--- src/design/assert_macros.svh ---
// Assertion macros used by the top-level design file.
`ifndef ASSERT_MACROS_SVH
`define ASSERT_MACROS_SVH
`ifndef NO_ASSERTIONS
// Same-cycle implication, checked on the rising edge, off during reset
`define ASSERT_IMPL(lbl, clk, rstn, ante, cons, msg) \
  lbl: assert property (@(posedge clk) disable iff (!rstn) (ante) |-> (cons)) else $error(msg);
// Next-cycle implication, checked on the rising edge, off during reset
`define ASSERT_NEXT(lbl, clk, rstn, ante, cons, msg) \
  lbl: assert property (@(posedge clk) disable iff (!rstn) (ante) |=> (cons)) else $error(msg);
`else
`define ASSERT_IMPL(lbl, clk, rstn, ante, cons, msg)
`define ASSERT_NEXT(lbl, clk, rstn, ante, cons, msg)
`endif
`endif

--- src/design/tphd_pkg.sv ---
// Shared constants, codes and types of the heater drive.
package tphd_pkg;

  // Width of millisecond time stamps
  localparam int TIME_BITS = 40;

  // Datapath widths
  localparam int PROD_W = 26;   // 16 x 10 bit product
  localparam int DVD_W  = 17;   // phase + elapsed

  localparam logic [9:0] PERMILLE_FULL = 10'd1000;

  // Step counts of the shared unit
  localparam logic [4:0] MUL_STEPS = 5'd10;
  localparam logic [4:0] MOD_STEPS = 5'd17;

  // Register reset values
  localparam logic [15:0] WINDOW_RST = 16'd1000;
  localparam logic [15:0] MINP_RST   = 16'd20;
  localparam logic [15:0] STALE_RST  = 16'd2000;

  // Register indexes (byte address / 4)
  localparam logic [1:0] REG_WINDOW = 2'd0;
  localparam logic [1:0] REG_MINP   = 2'd1;
  localparam logic [1:0] REG_STALE  = 2'd2;

  // Event kinds
  typedef enum logic [1:0] {
    REQ_TICK    = 2'd0,
    REQ_SET     = 2'd1,
    REQ_OFF     = 2'd2,
    REQ_RESTART = 2'd3
  } req_kind_t;

  // Shared unit operations
  typedef enum logic {
    OP_MUL = 1'b0,
    OP_MOD = 1'b1
  } mdu_op_t;

  // Request into the shared unit
  typedef struct packed {
    logic              start;
    mdu_op_t           op;
    logic [DVD_W-1:0]  opa;   // multiplier in [9:0], or dividend
    logic [15:0]       opb;   // multiplicand, or divisor
  } mdu_req_t;

  // Response from the shared unit
  typedef struct packed {
    logic              done;
    logic [PROD_W-1:0] result;
  } mdu_rsp_t;

endpackage

--- src/design/tphd_if.sv ---
// Event and result channel interfaces of the heater drive.
interface tphd_in_if;
  logic                           valid;
  logic                           ready;
  logic [1:0]                     req_type;
  logic [15:0]                    duty_request;
  logic [15:0]                    elapsed_ms;
  logic [tphd_pkg::TIME_BITS-1:0] now_ms;

  modport source (output valid, req_type, duty_request, elapsed_ms, now_ms, input ready);
  modport sink   (input valid, req_type, duty_request, elapsed_ms, now_ms, output ready);
endinterface

interface tphd_out_if;
  logic       valid;
  logic       ready;
  logic       heater_on;
  logic [9:0] duty_in_use;
  logic       stale_forced_off;

  modport source (output valid, heater_on, duty_in_use, stale_forced_off, input ready);
  modport sink   (input valid, heater_on, duty_in_use, stale_forced_off, output ready);
endinterface

--- src/design/tphd_mdu.sv ---
// Shared iterative unit: shift-add multiply and restoring remainder on one adder.
module tphd_mdu (
  input  logic                clk,
  input  logic                rst_n,
  input  tphd_pkg::mdu_req_t  req,
  output tphd_pkg::mdu_rsp_t  rsp
);

  tphd_pkg::mdu_op_t                  op_r, op_nxt;
  logic                               busy_r, busy_nxt;
  logic                               done_r, done_nxt;
  logic [4:0]                         cnt_r, cnt_nxt;
  logic [tphd_pkg::PROD_W-1:0]        acc_r, acc_nxt;     // product, or remainder in [15:0]
  logic [tphd_pkg::PROD_W-1:0]        mcand_r, mcand_nxt; // shifted multiplicand, or divisor
  logic [tphd_pkg::DVD_W-1:0]         shf_r, shf_nxt;     // multiplier bits, or dividend bits

  logic [tphd_pkg::PROD_W:0]          add_x, add_y, add_sum;
  logic                               add_sub;

  // One adder: accumulate for multiply, trial subtract for remainder
  always_comb begin
    add_sub = (op_r == tphd_pkg::OP_MOD);
    if (add_sub) begin
      add_x = {10'b0, acc_r[15:0], shf_r[tphd_pkg::DVD_W-1]};
      add_y = {11'b0, mcand_r[15:0]};
    end else begin
      add_x = {1'b0, acc_r};
      add_y = {1'b0, mcand_r};
    end
    add_sum = add_x + (add_sub ? ~add_y : add_y) + {{tphd_pkg::PROD_W{1'b0}}, add_sub};
  end

  // Step sequencing
  always_comb begin
    op_nxt    = op_r;
    busy_nxt  = busy_r;
    done_nxt  = 1'b0;
    cnt_nxt   = cnt_r;
    acc_nxt   = acc_r;
    mcand_nxt = mcand_r;
    shf_nxt   = shf_r;
    if (req.start) begin
      op_nxt    = req.op;
      busy_nxt  = 1'b1;
      acc_nxt   = '0;
      mcand_nxt = {10'b0, req.opb};
      if (req.op == tphd_pkg::OP_MUL) begin
        cnt_nxt = tphd_pkg::MUL_STEPS;
        shf_nxt = {7'b0, req.opa[9:0]};
      end else begin
        cnt_nxt = tphd_pkg::MOD_STEPS;
        shf_nxt = req.opa;
      end
    end else if (busy_r) begin
      unique case (op_r)
        tphd_pkg::OP_MUL: begin
          if (shf_r[0]) begin
            acc_nxt = add_sum[tphd_pkg::PROD_W-1:0];
          end
          mcand_nxt = {mcand_r[tphd_pkg::PROD_W-2:0], 1'b0};
          shf_nxt   = {1'b0, shf_r[tphd_pkg::DVD_W-1:1]};
        end
        tphd_pkg::OP_MOD: begin
          // sign bit clear: partial remainder >= divisor
          if (!add_sum[tphd_pkg::PROD_W]) begin
            acc_nxt = {10'b0, add_sum[15:0]};
          end else begin
            acc_nxt = {10'b0, add_x[15:0]};
          end
          shf_nxt = {shf_r[tphd_pkg::DVD_W-2:0], 1'b0};
        end
        default: ;
      endcase
      cnt_nxt = cnt_r - 5'd1;
      if (cnt_r == 5'd1) begin
        busy_nxt = 1'b0;
        done_nxt = 1'b1;
      end
    end
  end

  always_ff @(posedge clk) begin
    if (!rst_n) begin
      busy_r <= 1'b0;
      done_r <= 1'b0;
      cnt_r  <= '0;
      op_r   <= tphd_pkg::OP_MUL;
    end else begin
      busy_r <= busy_nxt;
      done_r <= done_nxt;
      cnt_r  <= cnt_nxt;
      op_r   <= op_nxt;
    end
    acc_r   <= acc_nxt;
    mcand_r <= mcand_nxt;
    shf_r   <= shf_nxt;
  end

  assign rsp.done   = done_r;
  assign rsp.result = acc_r;

endmodule

--- src/design/time_proportioning_heater_drive.sv ---
// Top level: event sequencer, state, config registers and result word register.
//
//  Channel  Dir  Handshake               Content
//  in_ch    in   valid/ready             event word: req_type, duty_request, elapsed_ms, now_ms
//  out_ch   out  valid/ready             result word: heater_on, duty_in_use, stale_forced_off
//  APB      in   psel/penable, pready=1  window_length_ms, shortest_pulse_ms, stale_limit_ms
//
// One event at a time; in_ch.ready is high only while the sequencer is idle.
// Restart and force-off pass through decode to the result register, a stale tick as well.
// Set duty runs three 10-step multiplies, or stops after two when snapped to zero;
// a live tick runs a 17-step remainder plus two 10-step multiplies.
// A waiting result word does not block intake; only the next result waits on out_ch.ready.
// Synchronous active-low reset; no clearing pass.
`include "assert_macros.svh"

module time_proportioning_heater_drive (
  input  logic              clk,
  input  logic              rst_n,
  tphd_in_if.sink           in_ch,
  tphd_out_if.source        out_ch,
  input  logic              psel,
  input  logic              penable,
  input  logic              pwrite,
  input  logic [3:0]        paddr,
  input  logic [31:0]       pwdata,
  output logic [31:0]       prdata,
  output logic              pready
);

  typedef enum logic [3:0] {
    S_IDLE,
    S_DECODE,
    S_SD_A,
    S_SD_B,
    S_SD_C,
    S_TK_MOD,
    S_TK_M1,
    S_TK_M2,
    S_OUT
  } state_t;

  state_t                         state_r, state_nxt;

  // Config registers
  logic [15:0]                    win_r, minp_r, stale_lim_r;
  logic [15:0]                    win_eff;
  logic                           cfg_wr;

  // Latched event word
  tphd_pkg::req_kind_t            kind_r;
  logic [15:0]                    req_r;
  logic [15:0]                    dt_r;
  logic [tphd_pkg::TIME_BITS-1:0] now_r;

  // Drive state
  logic [9:0]                     duty_r, duty_nxt;
  logic [15:0]                    phase_r, phase_nxt;
  logic [tphd_pkg::TIME_BITS-1:0] last_r, last_nxt;
  logic                           drive_r, drive_nxt;
  logic                           stale_r, stale_nxt;

  // Scratch
  logic [9:0]                     p_r, p_nxt;
  logic [tphd_pkg::PROD_W-1:0]    prod_r, prod_nxt;
  logic [tphd_pkg::PROD_W-1:0]    bound_r, bound_nxt;

  // Result word register
  logic                           out_valid_r, out_valid_nxt;
  logic                           out_heater_r, out_heater_nxt;
  logic [9:0]                     out_duty_r, out_duty_nxt;
  logic                           out_stale_r, out_stale_nxt;

  tphd_pkg::mdu_req_t             mdu_req;
  tphd_pkg::mdu_rsp_t             mdu_rsp;

  logic [tphd_pkg::TIME_BITS-1:0] age;
  logic                           is_stale;
  logic [9:0]                     req_clamp;
  logic                           in_acc;

  tphd_mdu u_mdu (
    .clk   (clk),
    .rst_n (rst_n),
    .req   (mdu_req),
    .rsp   (mdu_rsp)
  );

  // APB port
  assign pready = 1'b1;
  assign cfg_wr = psel && penable && pwrite && pready;

  always_comb begin
    unique case (paddr[3:2])
      tphd_pkg::REG_WINDOW: prdata = {16'b0, win_r};
      tphd_pkg::REG_MINP:   prdata = {16'b0, minp_r};
      tphd_pkg::REG_STALE:  prdata = {16'b0, stale_lim_r};
      default:              prdata = '0;
    endcase
  end

  always_ff @(posedge clk) begin
    if (!rst_n) begin
      win_r       <= tphd_pkg::WINDOW_RST;
      minp_r      <= tphd_pkg::MINP_RST;
      stale_lim_r <= tphd_pkg::STALE_RST;
    end else if (cfg_wr) begin
      unique case (paddr[3:2])
        tphd_pkg::REG_WINDOW: win_r       <= pwdata[15:0];
        tphd_pkg::REG_MINP:   minp_r      <= pwdata[15:0];
        tphd_pkg::REG_STALE:  stale_lim_r <= pwdata[15:0];
        default: ;
      endcase
    end
  end

  // A zero window behaves as one millisecond
  assign win_eff = (win_r == 16'd0) ? 16'd1 : win_r;

  // Age of the last update; time running backwards counts as zero age
  assign age      = now_r - last_r;
  assign is_stale = (now_r >= last_r) &&
                    (age > {{(tphd_pkg::TIME_BITS-16){1'b0}}, stale_lim_r});

  assign req_clamp = (req_r > {6'b0, tphd_pkg::PERMILLE_FULL}) ? tphd_pkg::PERMILLE_FULL
                                                                : req_r[9:0];

  assign in_ch.ready = (state_r == S_IDLE);
  assign in_acc      = in_ch.valid && in_ch.ready;

  // Event latch
  always_ff @(posedge clk) begin
    if (in_acc) begin
      kind_r <= tphd_pkg::req_kind_t'(in_ch.req_type);
      req_r  <= in_ch.duty_request;
      dt_r   <= in_ch.elapsed_ms;
      now_r  <= in_ch.now_ms;
    end
  end

  // Sequencer
  always_comb begin
    state_nxt      = state_r;
    duty_nxt       = duty_r;
    phase_nxt      = phase_r;
    last_nxt       = last_r;
    drive_nxt      = drive_r;
    stale_nxt      = stale_r;
    p_nxt          = p_r;
    prod_nxt       = prod_r;
    bound_nxt      = bound_r;
    out_valid_nxt  = out_valid_r;
    out_heater_nxt = out_heater_r;
    out_duty_nxt   = out_duty_r;
    out_stale_nxt  = out_stale_r;
    mdu_req.start  = 1'b0;
    mdu_req.op     = tphd_pkg::OP_MUL;
    mdu_req.opa    = '0;
    mdu_req.opb    = '0;

    if (out_valid_r && out_ch.ready) begin
      out_valid_nxt = 1'b0;
    end

    unique case (state_r)
      S_IDLE: begin
        if (in_acc) begin
          state_nxt = S_DECODE;
        end
      end
      S_DECODE: begin
        stale_nxt = 1'b0;
        unique case (kind_r)
          tphd_pkg::REQ_RESTART: begin
            duty_nxt  = '0;
            phase_nxt = '0;
            drive_nxt = 1'b0;
            last_nxt  = now_r;
            state_nxt = S_OUT;
          end
          tphd_pkg::REQ_OFF: begin
            duty_nxt  = '0;
            drive_nxt = 1'b0;
            last_nxt  = now_r;
            state_nxt = S_OUT;
          end
          tphd_pkg::REQ_SET: begin
            // on time: p * window
            p_nxt         = req_clamp;
            mdu_req.start = 1'b1;
            mdu_req.op    = tphd_pkg::OP_MUL;
            mdu_req.opa   = {7'b0, req_clamp};
            mdu_req.opb   = win_eff;
            state_nxt     = S_SD_A;
          end
          tphd_pkg::REQ_TICK: begin
            if (is_stale) begin
              duty_nxt  = '0;
              drive_nxt = 1'b0;
              stale_nxt = 1'b1;
              state_nxt = S_OUT;
            end else begin
              mdu_req.start = 1'b1;
              mdu_req.op    = tphd_pkg::OP_MOD;
              mdu_req.opa   = {1'b0, phase_r} + {1'b0, dt_r};
              mdu_req.opb   = win_eff;
              state_nxt     = S_TK_MOD;
            end
          end
          default: ;
        endcase
      end
      S_SD_A: begin
        if (mdu_rsp.done) begin
          // minimum pulse scaled by 1000
          prod_nxt      = mdu_rsp.result;
          mdu_req.start = 1'b1;
          mdu_req.op    = tphd_pkg::OP_MUL;
          mdu_req.opa   = {7'b0, tphd_pkg::PERMILLE_FULL};
          mdu_req.opb   = minp_r;
          state_nxt     = S_SD_B;
        end
      end
      S_SD_B: begin
        if (mdu_rsp.done) begin
          bound_nxt = mdu_rsp.result;
          if (prod_r < mdu_rsp.result) begin
            // on pulse too short: snap to off
            duty_nxt  = '0;
            last_nxt  = now_r;
            state_nxt = S_OUT;
          end else begin
            // off time: (1000 - p) * window
            mdu_req.start = 1'b1;
            mdu_req.op    = tphd_pkg::OP_MUL;
            mdu_req.opa   = {7'b0, tphd_pkg::PERMILLE_FULL - p_r};
            mdu_req.opb   = win_eff;
            state_nxt     = S_SD_C;
          end
        end
      end
      S_SD_C: begin
        if (mdu_rsp.done) begin
          // off pulse too short: snap to full on
          duty_nxt  = (mdu_rsp.result < bound_r) ? tphd_pkg::PERMILLE_FULL : p_r;
          last_nxt  = now_r;
          state_nxt = S_OUT;
        end
      end
      S_TK_MOD: begin
        if (mdu_rsp.done) begin
          phase_nxt     = mdu_rsp.result[15:0];
          mdu_req.start = 1'b1;
          mdu_req.op    = tphd_pkg::OP_MUL;
          mdu_req.opa   = {7'b0, tphd_pkg::PERMILLE_FULL};
          mdu_req.opb   = mdu_rsp.result[15:0] + 16'd1;
          state_nxt     = S_TK_M1;
        end
      end
      S_TK_M1: begin
        if (mdu_rsp.done) begin
          bound_nxt     = mdu_rsp.result;
          mdu_req.start = 1'b1;
          mdu_req.op    = tphd_pkg::OP_MUL;
          mdu_req.opa   = {7'b0, duty_r};
          mdu_req.opb   = win_eff;
          state_nxt     = S_TK_M2;
        end
      end
      S_TK_M2: begin
        if (mdu_rsp.done) begin
          // phase < duty*window/1000  <=>  1000*(phase+1) <= duty*window
          drive_nxt = (bound_r <= mdu_rsp.result);
          state_nxt = S_OUT;
        end
      end
      S_OUT: begin
        if (!out_valid_r || out_ch.ready) begin
          out_valid_nxt  = 1'b1;
          out_heater_nxt = drive_r;
          out_duty_nxt   = duty_r;
          out_stale_nxt  = stale_r;
          state_nxt      = S_IDLE;
        end
      end
      default: state_nxt = S_IDLE;
    endcase
  end

  always_ff @(posedge clk) begin
    if (!rst_n) begin
      state_r     <= S_IDLE;
      duty_r      <= '0;
      phase_r     <= '0;
      last_r      <= '0;
      drive_r     <= 1'b0;
      stale_r     <= 1'b0;
      out_valid_r <= 1'b0;
    end else begin
      state_r     <= state_nxt;
      duty_r      <= duty_nxt;
      phase_r     <= phase_nxt;
      last_r      <= last_nxt;
      drive_r     <= drive_nxt;
      stale_r     <= stale_nxt;
      out_valid_r <= out_valid_nxt;
    end
    p_r          <= p_nxt;
    prod_r       <= prod_nxt;
    bound_r      <= bound_nxt;
    out_heater_r <= out_heater_nxt;
    out_duty_r   <= out_duty_nxt;
    out_stale_r  <= out_stale_nxt;
  end

  assign out_ch.valid            = out_valid_r;
  assign out_ch.heater_on        = out_heater_r;
  assign out_ch.duty_in_use      = out_duty_r;
  assign out_ch.stale_forced_off = out_stale_r;

  // Checks
  `ASSERT_IMPL(a_stale_off, clk, rst_n, out_valid_r && out_stale_r, !out_heater_r && (out_duty_r == 10'd0), "stale result with relay on or nonzero duty")
  `ASSERT_IMPL(a_duty_range, clk, rst_n, out_valid_r, out_duty_r <= tphd_pkg::PERMILLE_FULL, "duty above full scale")
  `ASSERT_NEXT(a_one_at_a_time, clk, rst_n, in_acc, !in_ch.ready, "event taken while previous one in work")

endmodule
--- src/flat_wrapper.sv ---
// flat-port wrapper written by rule: the top's interface ports become plain ports
module time_proportioning_heater_drive_flat 
  (clk, rst_n, psel, penable, pwrite, paddr, pwdata, prdata, pready, in_ch_valid, in_ch_req_type, in_ch_duty_request, in_ch_elapsed_ms, in_ch_now_ms, in_ch_ready, out_ch_valid, out_ch_heater_on, out_ch_duty_in_use, out_ch_stale_forced_off, out_ch_ready);
  tphd_in_if in_ch_i ();
  tphd_out_if out_ch_i ();
  input  logic clk;
  input  logic rst_n;
  input  logic psel;
  input  logic penable;
  input  logic pwrite;
  input  logic [3:0] paddr;
  input  logic [31:0] pwdata;
  output logic [31:0] prdata;
  output logic pready;
  input wire logic [$bits(in_ch_i.valid)-1:0] in_ch_valid;
  input wire logic [$bits(in_ch_i.req_type)-1:0] in_ch_req_type;
  input wire logic [$bits(in_ch_i.duty_request)-1:0] in_ch_duty_request;
  input wire logic [$bits(in_ch_i.elapsed_ms)-1:0] in_ch_elapsed_ms;
  input wire logic [$bits(in_ch_i.now_ms)-1:0] in_ch_now_ms;
  output wire logic [$bits(in_ch_i.ready)-1:0] in_ch_ready;
  output wire logic [$bits(out_ch_i.valid)-1:0] out_ch_valid;
  output wire logic [$bits(out_ch_i.heater_on)-1:0] out_ch_heater_on;
  output wire logic [$bits(out_ch_i.duty_in_use)-1:0] out_ch_duty_in_use;
  output wire logic [$bits(out_ch_i.stale_forced_off)-1:0] out_ch_stale_forced_off;
  input wire logic [$bits(out_ch_i.ready)-1:0] out_ch_ready;
  assign in_ch_i.valid = in_ch_valid;
  assign in_ch_i.req_type = in_ch_req_type;
  assign in_ch_i.duty_request = in_ch_duty_request;
  assign in_ch_i.elapsed_ms = in_ch_elapsed_ms;
  assign in_ch_i.now_ms = in_ch_now_ms;
  assign in_ch_ready = in_ch_i.ready;
  assign out_ch_valid = out_ch_i.valid;
  assign out_ch_heater_on = out_ch_i.heater_on;
  assign out_ch_duty_in_use = out_ch_i.duty_in_use;
  assign out_ch_stale_forced_off = out_ch_i.stale_forced_off;
  assign out_ch_i.ready = out_ch_ready;
  time_proportioning_heater_drive u_core (.clk(clk), .rst_n(rst_n), .in_ch(in_ch_i), .out_ch(out_ch_i), .psel(psel), .penable(penable), .pwrite(pwrite), .paddr(paddr), .pwdata(pwdata), .prdata(prdata), .pready(pready));
endmodule
--- config.mk ---
export PLATFORM = sky130hd
export DESIGN_NAME = time_proportioning_heater_drive_flat
export DESIGN_NICKNAME = d
export VERILOG_FILES = /design/src/design/tphd_pkg.sv /design/src/design/tphd_if.sv /design/src/design/tphd_mdu.sv /design/src/design/time_proportioning_heater_drive.sv /design/src/flat_wrapper.sv
export VERILOG_INCLUDE_DIRS = /design/src /design/src/design
export SDC_FILE = /design/constraint.sdc
export NUM_CORES = 1
export LEC_CHECK = 0
export CAP_MARGIN = 30
export CORE_UTILIZATION = 38
export DETAILED_ROUTE_END_ITERATION = 10
export DONT_BUFFER_PORTS = 1
export GPL_ROUTABILITY_DRIVEN = 0
export GPL_TIMING_DRIVEN = 0
export SLEW_MARGIN = 20
export SYNTH_ARGS = -nofsm -noshare
export SYNTH_HDL_FRONTEND = slang
export SYNTH_SLANG_ARGS = --single-unit
--- constraint.sdc ---
create_clock -name clk -period 7.1 [get_ports clk]
set_input_delay 1.42 -clock clk [delete_from_list [all_inputs] [get_ports clk]]
set_output_delay 1.42 -clock clk [all_outputs]
set_load 0.02 [all_outputs]
* Word-level counts from Yosys, hierarchy flattened
Index checks and enable logic that the tools add are counted.
** Storage, ports and cells
- Bits in read-only memories :: 0
- Bits in writable memories :: 0
- Input bits :: 117
- Register bits after elaboration :: 346
- Logic and storage cells :: 175
- Output and inout bits :: 47
- Latch bits :: 0
- Memories kept :: 0
** Cells by class
- Divide/modulo/power cells :: 0
- Multipliers :: 0
- Bitwise operators :: 4
- Equality and inequality tests :: 30
- Add/sub/neg operators :: 7
- Order comparisons :: 6
- Reduce and logical (&&, ||, !) cells :: 34
- Shifts and indexed selects :: 0
- Multiplexer cells :: 66
** Operators with widths (count)
- two-way mux 35 bit :: 6
- one-hot mux 35 bit (5 select lines) :: 1
- two-way mux 40 bit :: 4
- one-hot mux 40 bit (3 select lines) :: 1
- two-way mux 16 bit :: 7
- two-way mux 26 bit :: 3
- one-hot mux 35 bit (2 select lines) :: 1
- two-way mux 10 bit :: 6
- less-than comparator 26 bit :: 2
- one-hot mux 26 bit (2 select lines) :: 1
- two-way mux 17 bit :: 3
- one-hot mux 16 bit (3 select lines) :: 1
- >= comparator 40 bit :: 1
- > comparator 40 x 16 -> 1 bit :: 1
- subtractor 40 bit :: 1
- two-way mux 4 bit :: 9
- one-hot mux 17 bit (2 select lines) :: 1
- one-hot mux 16 bit (2 select lines) :: 1
- one-hot mux 4 bit (8 select lines) :: 1
- one-hot mux 10 bit (3 select lines) :: 1
- adder 27 x 1 -> 27 bit :: 1
- adder 27 bit :: 1
- two-way mux 27 bit :: 1
- NOT 27 bit :: 1
- 38 further kinds :: 91

* Logic depth before layout (Yosys ltp)
Gate-level depths: netlist (run 1).
- Depth after elaboration :: 8
- Mapped depth :: 24
- Gate-level depth less buffers :: 22

* Cells and area by module
A second synthesis (run 1) with hierarchy kept.
** Second synthesis, totals
- Cells, all modules :: 2218
- Area total of the unflattened synthesis :: 20798.7 um2
** By module, submodules not included
- time_proportioning_heater_drive :: area each 15636.2 um2, cells each 1661, sequential area each 6866.6 um2, instances 1
- tphd_mdu :: area each 5162.5 um2, cells each 557, sequential area each 1871.8 um2, instances 1

* Least setup slack after synthesis (run 1)
No wires, ideal clock.
- Path kind :: register to register
- Start :: reg u_core.now_r[6] in the netlist's numbering
- End :: reg u_core.u_mdu.shf_r[0] in the netlist's numbering (enable)
- Setup time :: 374 ps
- Buffers on the path :: 2
- Slack :: 2215 ps
- Required time :: 6726 ps
- Stages on the path, launching flop included :: 21
- Data arrival time :: 4511 ps
- Period minus slack after synthesis :: 4885 ps
- Cell sequence :: edfxtp_1 -> ha_1 -> a211oi_1 -> o21ai_1 -> or2_2 -> o21ai_1 -> nor2b_1 -> xnor2_1 -> ha_1 -> nand4_1 -> nor4_1 -> or3_1 -> o2111ai_1 -> a2111oi_1 -> and4_1 -> and4_4 -> nand4_1 -> and3_1 -> buf_6 -> buf_6 -> nand2_1
** Between the ends
- Longest elaborated chain between the ends :: 7
- Elaborated cells on any way between the ends :: 8
- Classes of those cells :: add/sub: 1; order compare: 2; mux: 3; reduce/logical: 2
** RTL lines
- from (decl) :: RTL line time_proportioning_heater_drive.sv:53 : logic [tphd_pkg::TIME_BITS-1:0] now_r;
- from (signal assigned) :: RTL line time_proportioning_heater_drive.sv:136 : now_r <= in_ch.now_ms;
- subtractor 40 bit :: RTL line time_proportioning_heater_drive.sv:120 : assign age = now_r - last_r;
- > comparator 40 x 16 -> 1 bit :: RTL line time_proportioning_heater_drive.sv:122 : (age > {{(tphd_pkg::TIME_BITS-16){1'b0}}, stale_lim_r});
- logical AND 1 bit * :: RTL line time_proportioning_heater_drive.sv:121 : assign is_stale = (now_r >= last_r) &&
- two-way mux 35 bit * :: RTL line time_proportioning_heater_drive.sv:196 : if (is_stale) begin
- one-hot mux 35 bit (2 select lines) * :: RTL line time_proportioning_heater_drive.sv:172 : unique case (kind_r)
- one-hot mux 35 bit (5 select lines) * :: RTL line time_proportioning_heater_drive.sv:164 : unique case (state_r)
- nonzero test 2 bit (no source line) *
- to (signal assigned) :: RTL line tphd_mdu.sv:96 : shf_r <= shf_nxt;
- to (decl) :: RTL line tphd_mdu.sv:15 : logic [tphd_pkg::DVD_W-1:0] shf_r, shf_nxt;
Mark *: on every way between the ends. The rest lies on a longest branch, timed or not.
A chain may end at the register's enable or synchronous reset.

* Worst setup path in the final report (run 1)
- Start :: reg u_core.u_mdu.op_r (netlist: u_core.u_mdu.add_sub)
- End :: reg u_core.u_mdu.acc_r[13] in the netlist's numbering
** Between the ends
- Longest elaborated chain between the ends :: 7
- Elaborated cells on any way between the ends :: 12
- Classes of those cells :: add/sub: 2; eq/ne: 1; mux: 6; bitwise: 2; reduce/logical: 1
** RTL lines
- from (decl) :: RTL line tphd_mdu.sv:9 : tphd_pkg::mdu_op_t op_r, op_nxt;
- from (signal assigned) :: RTL line tphd_mdu.sv:87 : op_r <= tphd_pkg::OP_MUL;
- from (signal assigned) :: RTL line tphd_mdu.sv:92 : op_r <= op_nxt;
- two-way mux 26 bit :: RTL line tphd_mdu.sv:23 : if (add_sub) begin
- NOT 27 bit :: RTL line tphd_mdu.sv:30 : add_sum = add_x + (add_sub ? ~add_y : add_y) + {{tphd_pkg::PROD_W{1'b0}}, add_sub};
- two-way mux 27 bit :: RTL line tphd_mdu.sv:30
- adder 27 bit :: RTL line tphd_mdu.sv:30
- adder 27 x 1 -> 27 bit :: RTL line tphd_mdu.sv:30
- two-way mux 16 bit :: RTL line tphd_mdu.sv:65 : if (!add_sum[tphd_pkg::PROD_W]) begin
- one-hot mux 26 bit (2 select lines) :: RTL line tphd_mdu.sv:55 : unique case (op_r)
- to (signal assigned) :: RTL line tphd_mdu.sv:94 : acc_r <= acc_nxt;
- to (decl) :: RTL line tphd_mdu.sv:13 : logic [tphd_pkg::PROD_W-1:0] acc_r, acc_nxt;
Several ways; a longest one is shown, not always the timed one. The select of a mux whose other input is x is not followed.

==> results of run 1 <==
## final cells by class
type                    instances  area [um2]
clock inverters                16       214.0
clock buffers                  53        1112
plain buffers                 115       564.3
repair buffers                  5       95.09
multi-input cells            1644       10950
well taps                     696       870.8
fillers                      5136       30800
inverters                     150       563.0
flip-flops and latches        346        8738
diodes                          3       7.507
## routing by layer
layer,routed length (um),global-route usage,vias to the layer above
li1,-,-,8200
met1,24180,0.2447,8156
met2,29300,0.3739,543
met3,3775,0.04163,145
met4,2040,0.07704,14
met5,103,0,-
## cell usage after synthesis (5+ instances only)
cell	number
nor2b_1	19
nand2b_1	24
a211oi_1	24
o21ai_0	115
nor3_1	39
nor2_1	178
nand2_1	247
ha_1	152
inv_1	149
nor3b_1	6
o22ai_1	7
a221oi_1	14
a21o_1	55
a31oi_1	12
a22oi_1	33
xor2_1	33
a211o_1	6
and3_1	13
nand3b_1	10
buf_1	8
clkbuf_1	62
o21bai_1	16
edfxtp_1	181
buf_4	20
o21a_1	14
dfxtp_1	165
mux2i_1	84
a2111oi_0	5
buf_2	20
a21oi_1	173
o21ai_1	11
nor4_1	15
and2_1	21
or3_1	16
a221o_1	8
nand3_1	42
mux2_2	8
a222oi_1	7
o211ai_1	23
or2_2	25
xnor2_1	57
nand4_1	31
## placed cells by master, fill, tap and decap left out, drive strengths merged, types with 84 or more instances in the layout
cell	instances
a21oi	178
clkbuf	116
dfxtp	165
edfxtp	181
ha	152
inv	150
mux2i	84
nand2	250
nor2	178
o21ai	128
## per-stage QoR
stage | hold WS, ns | total power, uW | util
floorplan | 0.4081 | 6162 | -
CTS | 0.4489 | 9421 | 0.4286
detailed placement | 0.4344 | 7267 | 0.4040
finish | 0.4504 | 9436 | 0.4287
global placement | 0.4389 | 7161 | 0.4018
global route | 0.4525 | 10040 | 0.4286
## power by group through the flow
stage	clock [uW]	sequential, uW	combinational, uW
floorplan	0	2890	3270
global placement	0	3060	4110
detailed placement	0	3050	4220
CTS	2160	3010	4250
global route	2240	3050	4750
finish	2130	3010	4300
## cell families (layout without fill, tap and decap cells)
group | count (synthesis) | after routing
other | 2 | 20
buffers and inverters | 265 | 339
muxes | 92 | 92
and+or+nand+nor | 701 | 701
DFF | 346 | 346
xor gates and xnor gates | 90 | 90
adders and majority gates | 155 | 155
AOI/OAI and AO/OA | 589 | 589
## final timing paths
| kind | startpoint | endpoint | slack (ns) | depth (start not counted) |
|---|---|---|---|---|
| hold / removal | u_core.drive_r$_SDFFE_PN0P_ | u_core.out_ch.heater_on$_DFFE_PP_ | 0.45 | 0 |
| setup / recovery | u_core.u_mdu.add_sub$_SDFFE_PN0P_ | u_core.u_mdu.acc_r[13]$_SDFFE_PP0P_ | 0.76 | 17 |
| setup reg to reg | u_core.u_mdu.add_sub$_SDFFE_PN0P_ | u_core.u_mdu.acc_r[13]$_SDFFE_PP0P_ | 0.76 | 17 |
| hold reg to reg | u_core.drive_r$_SDFFE_PN0P_ | u_core.out_ch.heater_on$_DFFE_PP_ | 0.45 | 0 |
## sequential cells by signal, summed over array words and instances (netlist names), 17 cells and up
signal,flops
u_core.bound_r,26
u_core.last_r,40
u_core.u_mdu.mcand_r,26
u_core.prod_r,26
u_core.u_mdu.acc_r,26
u_core.now_r,40
u_core.u_mdu.shf_r,17
==> results.cfg, run 1 <==
[outcome]
outcome = complete, no violations

[synthesis]
yosys.area_share.simple = 0.1581
synthXorXnorAreaFrac = 0.03801
synth.avg_cell_area_um2 = 9.258
synth-seq-area-share = 0.4214
synth_top_area_cell = edfxtp_1
synth_top_area_share = 0.2621
synth-edff-count = 181
syn-cell-area_mm2 = 0.02074
synth_adder_area_share = 0.09460
synth_compound_area_frac = 0.1884
ys_top_cells_by_area = edfxtp_1, dfxtp_1, ha_1, nand2_1, a21oi_1
synth_top_family_by_area = compound AO/OA/AOI/OAI gates
synth_ff_type = edfxtp_1
syn_inst = 2240
synth-async-reset-ratio = 0
synthMuxAreaShare = 0.04489
synth_seq_cells = 346
synth_cell_types = 89
ys_warn_count = 0

[sta]
clock_skew_ns = 0.02096
fmax_mhz = 157.8
setup_viol_count_final = 0
finalSetupTns_ns = 0
period_share = 0.8926
worstMarginPinSlew_ns = 1.024
slew_headroom = 0.3100
rsz0062_at_grt = no
final-max-slew-violation-count = 0
final_hold_viol_count = 0
fin_crit_ns = 6.337
final.setup.worst_slack_ns = 0.7627

[clock_tree]
clock_latency_ns = 0.57
hold_buffers = 0
cts_tree = done
root_buffer = clkbuf_16
clk_path_buf_depth = 3
htree_levels = 2
cts_made_buffers = 38
cts-resized-gates = 0
cts_setup_buffers = 0
cts_sinks = 346
clk_pin_slew_ns = 0.06

[global_route]
grt_overflow_total = 0
grt_first_pass_wirelength_um = 91510
grt_max_degree = 52
grt_pass1_vias = 16430
grt_usage = 0.2086
antenna_found_initial = 11

[setup_path]
crit_family = compound AO/OA/AOI/OAI gates
cp.arrival_ns = 6.79
endpoint_kind = flip-flop
path_common_cell = clkbuf_1
cp_slowest_stage_delay_ns = 0.64
cp_num_buf_inv = 4
crit_fanout = 10
crit_chain = clkbuf_1 -> clkbuf_1 -> clkbuf_1 -> xor2_1 -> fa_1 -> a21o_1 -> a21o_1 -> a211o_1 -> o211ai_1 -> a211o_1 -> a21boi_0 -> a22oi_1 -> o21ai_0 -> a221o_1 -> clkbuf_1 -> o211ai_1 -> a21oi_1
start_kind = flip-flop
path_class = reg2reg
slowest_stage = clkbuf_1
required_ns = 7.55

[min_path]
hold_path_class = reg2reg

[cells_and_area]
final_layout_size_suffix_gt1_frac = 0.07428
syn_to_final_growth_pct = 11.46
nets = 2572
fin_cells = 3028
fin_area_mm2 = 0.02312

[power_and_ir_drop]
pwr_density_cell_mw_per_mm2 = 408.2
switching_share = 0.4058
power.leakage_uw = 0.009056
ir_drop_v = 0.0003264
p_sw_uw = 3829
p_clk_frac = 0.226
seqPwrFrac = 0.319
p_comb_frac = 0.455
p_int_uw = 5607

[job]
max_cap_viol_count = 0

[floorplan]
die_h_um = 235.6
core_mm2 = 0.05392
placementRows = 85
ios = 164
die_width_um = 235.6
dieArea_mm2 = 0.05551
initial_core_util = 0.3846

[drt]
wire_per_inst_um = 19.62
dr_total_vias = 17060
routed_via_density = 5.633
drt_wl_total_um = 59400
drc_errors = 0
drtPass1Iterations = 5
drt_iter0_drc = 1351
antenna_left = 0

[placed_design]
placed_cell_area_mm2 = 0.02178
dp.cells = 2956
numPortBuffers = 0
place_ws_ns = 0.7787
dp_hpwl_um = 45980
(Power assumes the default switching activity.)
==> run 2, diff against run 1 <==
Settings changed: CORE_MARGIN set to 2, CORE_UTILIZATION 38 to 40.
==> run 2 against run 1 <==
Effect of this change: critical path depth unchanged; final area decreased by 0.66%; die area decreased by 3.3%; wire length decreased by 1.8%; critical path type unchanged.
==> results.cfg, run 2 (synthesized netlist as in run 1, its figures left out) <==
[outcome]
outcome = complete, no violations

[sta]
fmax_mhz = 158.7
period_share = 0.8877
whs_ns = 0.4627
finalSetupTns_ns = 0
setup_viol_count_final = 0
worstMarginPinSlew_ns = 1.021
slew_headroom = 0.3121
clock_skew_ns = 0.02901
fin_crit_ns = 6.303
final-max-slew-violation-count = 0
rsz0062_at_grt = no
final_hold_viol_count = 0

[cells_and_area]
most-common-layout-cells = nand2_1, edfxtp_1, nor2_1
syn_to_final_growth_pct = 10.73
final_layout_size_suffix_gt1_frac = 0.07128
top_regs = u_core.last_r: 40 flops, u_core.now_r: 40 flops
fin_cells = 3012
nets = 2572
fin_area_mm2 = 0.02296
mostFrequentLayoutCell = nand2_1
fill_cells = 4953

[clock_tree]
clk_pin_slew_ns = 0.06
cts_made_buffers = 38
cts_tree = done
cts-resized-gates = 0
cts_setup_buffers = 0
htree_levels = 2
hold_buffers = 0
cts_sinks = 346
clk_path_buf_depth = 3
root_buffer = clkbuf_16
clock_latency_ns = 0.56

[global_route]
grt_first_pass_wirelength_um = 90960
grt_max_degree = 55
grt_usage = 0.2147
antenna_found_initial = 8
grt_overflow_total = 0
grt_pass1_vias = 16470

[floorplan]
placementRows = 83
initial_core_util = 0.4042
core_mm2 = 0.05130
ios = 164
dieArea_mm2 = 0.05368
die_width_um = 231.7
die_h_um = 231.7

[drt]
drc_errors = 0
drt_iter0_drc = 1393
routed_via_density = 5.590
drt_wl_total_um = 58340
antenna_left = 0
dr_total_vias = 16840
drtPass1Iterations = 6
wire_per_inst_um = 19.37

[power_and_ir_drop]
p_total_uw = 9230
ir_drop_v = 0.0002870
pwr_density_cell_mw_per_mm2 = 402.0
power.leakage_uw = 0.008999

[setup_path]
rr_worst_depth = 17
path_class = reg2reg
endpoint_kind = flip-flop
crit_fanout = 10
required_ns = 7.54
cp.arrival_ns = 6.74
rrSetupSlack_ns = 0.80
start_kind = flip-flop

[placed_design]
dp_hpwl_um = 45590
dp.cells = 2940
numPortBuffers = 0
placed_cell_area_mm2 = 0.02176

[min_path]
hold_path_class = reg2reg
min_path_cells = 0

[job]
max_cap_viol_count = 0
[run 2: power by group]
group          switching [uW]  internal [uW]
Combinational            2590           1690
Sequential                374           2640
Clock                     817           1120
Total                    3780           5450
[run 2: layout make-up]
class                   instances  area, um2  share of cell area
multi-input cells            1644      10950              0.4769
flip-flops and latches        346       8738              0.3805
clock buffers                  51       1021             0.04446
well taps                     680      850.8             0.03705
plain buffers                 115      564.3             0.02457
inverters                     150      563.0             0.02452
clock inverters                18      172.7            0.007519
repair buffers                  5      95.09            0.004141
diodes                          3      7.507           0.0003269
[run 2: critical path, stage by stage (launching register included)]
cell and delay [ns]:
dfxtp_1 0.45, clkbuf_1 0.45, clkbuf_1 0.57, clkbuf_1 0.61, xor2_1 0.22, fa_1 0.47
a21o_1 0.18, a21o_1 0.21, a211o_1 0.32, o211ai_1 0.17, a211o_1 0.24, a21boi_0 0.15
a22oi_1 0.55, o21ai_0 0.35, a221o_1 0.52, buf_2 0.27, mux2i_1 0.16, a211oi_1 0.28
[run 2: metal layers]
metal,share of wire,track usage,routed length [um]
met2,0.48,0.3730,28270
met5,0.0013,0,77
met1,0.41,0.2578,23760
met3,0.063,0.04052,3689
met4,0.044,0.09475,2549
[run 2: metrics by stage]
stage | util | setup WS (ns)
finish | 0.4476 | 0.7973
global placement | 0.4219 | 0.9050
CTS | 0.4475 | 0.7893
detailed placement | 0.4242 | 0.8515
floorplan | - | 2.215
global route | 0.4475 | 0.4381
[run 2: path summary, 6_finish.rpt]
path,endpoint,startpoint
setup reg to reg,u_core.u_mdu.acc_r[12]$_SDFFE_PP0P_,u_core.u_mdu.add_sub$_SDFFE_PN0P_
hold / removal,u_core.out_ch.stale_forced_off$_DFFE_PP_,u_core.stale_r$_SDFFE_PN0P_
setup / recovery,u_core.u_mdu.acc_r[12]$_SDFFE_PP0P_,u_core.u_mdu.add_sub$_SDFFE_PN0P_
hold reg to reg,u_core.out_ch.stale_forced_off$_DFFE_PP_,u_core.stale_r$_SDFFE_PN0P_
==> run 3, diff against run 2 <==
Settings changed: CORE_UTILIZATION 40 to 65, PLACE_DENSITY set to 0.81.
==> run 3 against run 2 <==
Effect of this change: hold slack got worse by 0.026 ns; final area decreased by 1.1%; wire length is 5.3% lower; clock power is 3% higher; cell count shrank 9.0%; critical path depth stayed put; first-iteration DRC count grew 35%; non-clock buffer count increased by 2; largest cell class unchanged.
==> results.cfg, run 3 (synthesized netlist as in run 1, its figures left out) <==
[power_and_ir_drop]
power.leakage_uw = 0.009055
ir_drop_v = 0.0003083
pwr_density_cell_mw_per_mm2 = 410.1

[setup_path]
r2r-start = u_core.u_mdu.add_sub$_SDFFE_PN0P_
crit_fanout = 10
cp.arrival_ns = 6.57
endpoint_kind = flip-flop
rr_worst_depth = 17
path_class = reg2reg
regToRegEndpoint = u_core.u_mdu.acc_r[13]$_SDFFE_PP0P_
rrSetupSlack_ns = 0.95
start_kind = flip-flop
required_ns = 7.52

[placed_design]
dp_hpwl_um = 41520
numPortBuffers = 0
dp.cells = 2663

[global_route]
gr-max-usage-layer = met2
use_met1 = 0.3847
use_met3 = 0.06586
grt_pass1_vias = 16900
grtUsageMet2 = 0.5620
grt_max_degree = 51
grt_usage = 0.3258
antenna_found_initial = 8
grt_overflow_total = 0
grt_first_pass_wirelength_um = 86780

[cells_and_area]
final_layout_size_suffix_gt1_frac = 0.07554
fin_cells = 2740
nets = 2573
most-common-layout-cells = nand2_1, edfxtp_1, nor2_1
fill_cells = 2288
mostFrequentLayoutCell = nand2_1
syn_to_final_growth_pct = 9.502
top_regs = u_core.last_r: 40 flops, u_core.now_r: 40 flops

[clock_tree]
htree_levels = 2
cts_tree = done
hold_buffers = 0
cts_setup_buffers = 0
cts_sinks = 346
cts-resized-gates = 0
clock_latency_ns = 0.56
clk_path_buf_depth = 3
root_buffer = clkbuf_16
clk_pin_slew_ns = 0.06
cts_made_buffers = 37

[sta]
whs_ns = 0.4363
fin_crit_ns = 6.155
setup_viol_count_final = 0
final_hold_viol_count = 0
clock_skew_ns = 0.02611
final-max-slew-violation-count = 0
worstMarginPinSlew_ns = 0.9736
finalSetupTns_ns = 0
slew_headroom = 0.3441
fmax_mhz = 162.5
period_share = 0.8669
rsz0062_at_grt = no

[floorplan]
placementRows = 65
core_mm2 = 0.03147
die_h_um = 182.6
ios = 164
die_width_um = 182.6
dieArea_mm2 = 0.03335
initial_core_util = 0.6589

[job]
max_cap_viol_count = 0

[drt]
wire_per_inst_um = 20.16
drt_iter0_drc = 1878
routed_via_density = 6.391
drc_errors = 0
antenna_left = 0
drt_wl_total_um = 55250
drtPass1Iterations = 9
dr_total_vias = 17510

[outcome]
outcome = complete, no violations

[min_path]
hp-start = u_core.stale_r$_SDFFE_PN0P_
min_path_cells = 0
hold_end = u_core.out_ch.stale_forced_off$_DFFE_PP_
hold_path_class = reg2reg
## run 3: cell count changes in the layout (fill, tap and decap cells not counted), moves of 2 or more
cell	change
clkbuf_1	-7
clkbuf_8	+9
clkinv_1	-4
clkinv_2	+2
clkinv_8	+2
diode_2	+5
## run 3: critical path: stages (launching register included)
cell      delay [ns]
dfxtp_1         0.45
clkbuf_1        0.43
clkbuf_1        0.54
clkbuf_1        0.58
xor2_1          0.21
fa_1            0.47
a21o_1          0.18
a21o_1          0.21
a211o_1         0.30
o211ai_1        0.18
a211o_1         0.24
a21boi_0        0.16
a22oi_1         0.52
o21ai_0         0.34
a221o_1         0.51
clkbuf_1        0.29
o211ai_1        0.30
a21oi_1         0.09
## run 3: power breakdown
group          total, uW  leakage, uW  switching [uW]  internal [uW]
registers           3020      0.00301             378           2640
logic               4310      0.00541            2610           1700
clock network       1990     0.000635             812           1180
total               9310      0.00906            3800           5510
## run 3: layout make-up
type	instances	area, um2	area share
Antenna cell	8	20.02	0.0008815
Buffer	115	564.3	0.02485
Clock buffer	53	1119	0.04926
Clock inverter	15	153.9	0.006777
Inverter	150	563.0	0.02479
Multi-Input combinational cell	1644	10940	0.4819
Sequential cell	346	8738	0.3848
Tap cell	402	503.0	0.02215
Timing Repair Buffer	7	103.9	0.004573
## run 3: how the worst max path moves through the flow
stage | slack, ns | endpoint | cells past startpoint | startpoint
floorplan | 2.21 | u_core.u_mdu.shf_r[0]$_DFFE_PP_ | 20 | u_core.now_r[6]$_DFFE_PP_
global placement | 1.19 | u_core.u_mdu.acc_r[13]$_SDFFE_PP0P_ | 17 | u_core.u_mdu.add_sub$_SDFFE_PN0P_
detailed placement | 1.06 | u_core.u_mdu.acc_r[13]$_SDFFE_PP0P_ | 17 | u_core.u_mdu.add_sub$_SDFFE_PN0P_
CTS | 1.03 | u_core.u_mdu.acc_r[13]$_SDFFE_PP0P_ | 17 | u_core.u_mdu.add_sub$_SDFFE_PN0P_
global route | 0.59 | u_core.u_mdu.acc_r[13]$_SDFFE_PP0P_ | 17 | u_core.u_mdu.add_sub$_SDFFE_PN0P_
finish | 0.95 | u_core.u_mdu.acc_r[13]$_SDFFE_PP0P_ | 17 | u_core.u_mdu.add_sub$_SDFFE_PN0P_
## run 3: per-layer routing
metal  wire, um  part of all wire  vias to the layer above
li1           -                 -                     8201
met1      20810              0.38                     8179
met2      26410              0.48                      908
met3       4885             0.088                      221
met4       3131             0.057                        2
met5         13           0.00024                        -
## run 3: stage by stage
stage                     setup slack (ns)  cell area (um2)    util  power, uW
after floorplan                      2.215            20790       -       6162
after global placement               1.191            21300  0.6767       7022
after detailed placement             1.064            21410  0.6802       7204
after CTS                            1.032            22680  0.7207       9219
after global routing                0.5883            22690  0.7209       9849
final                               0.9450            22710  0.7215       9314
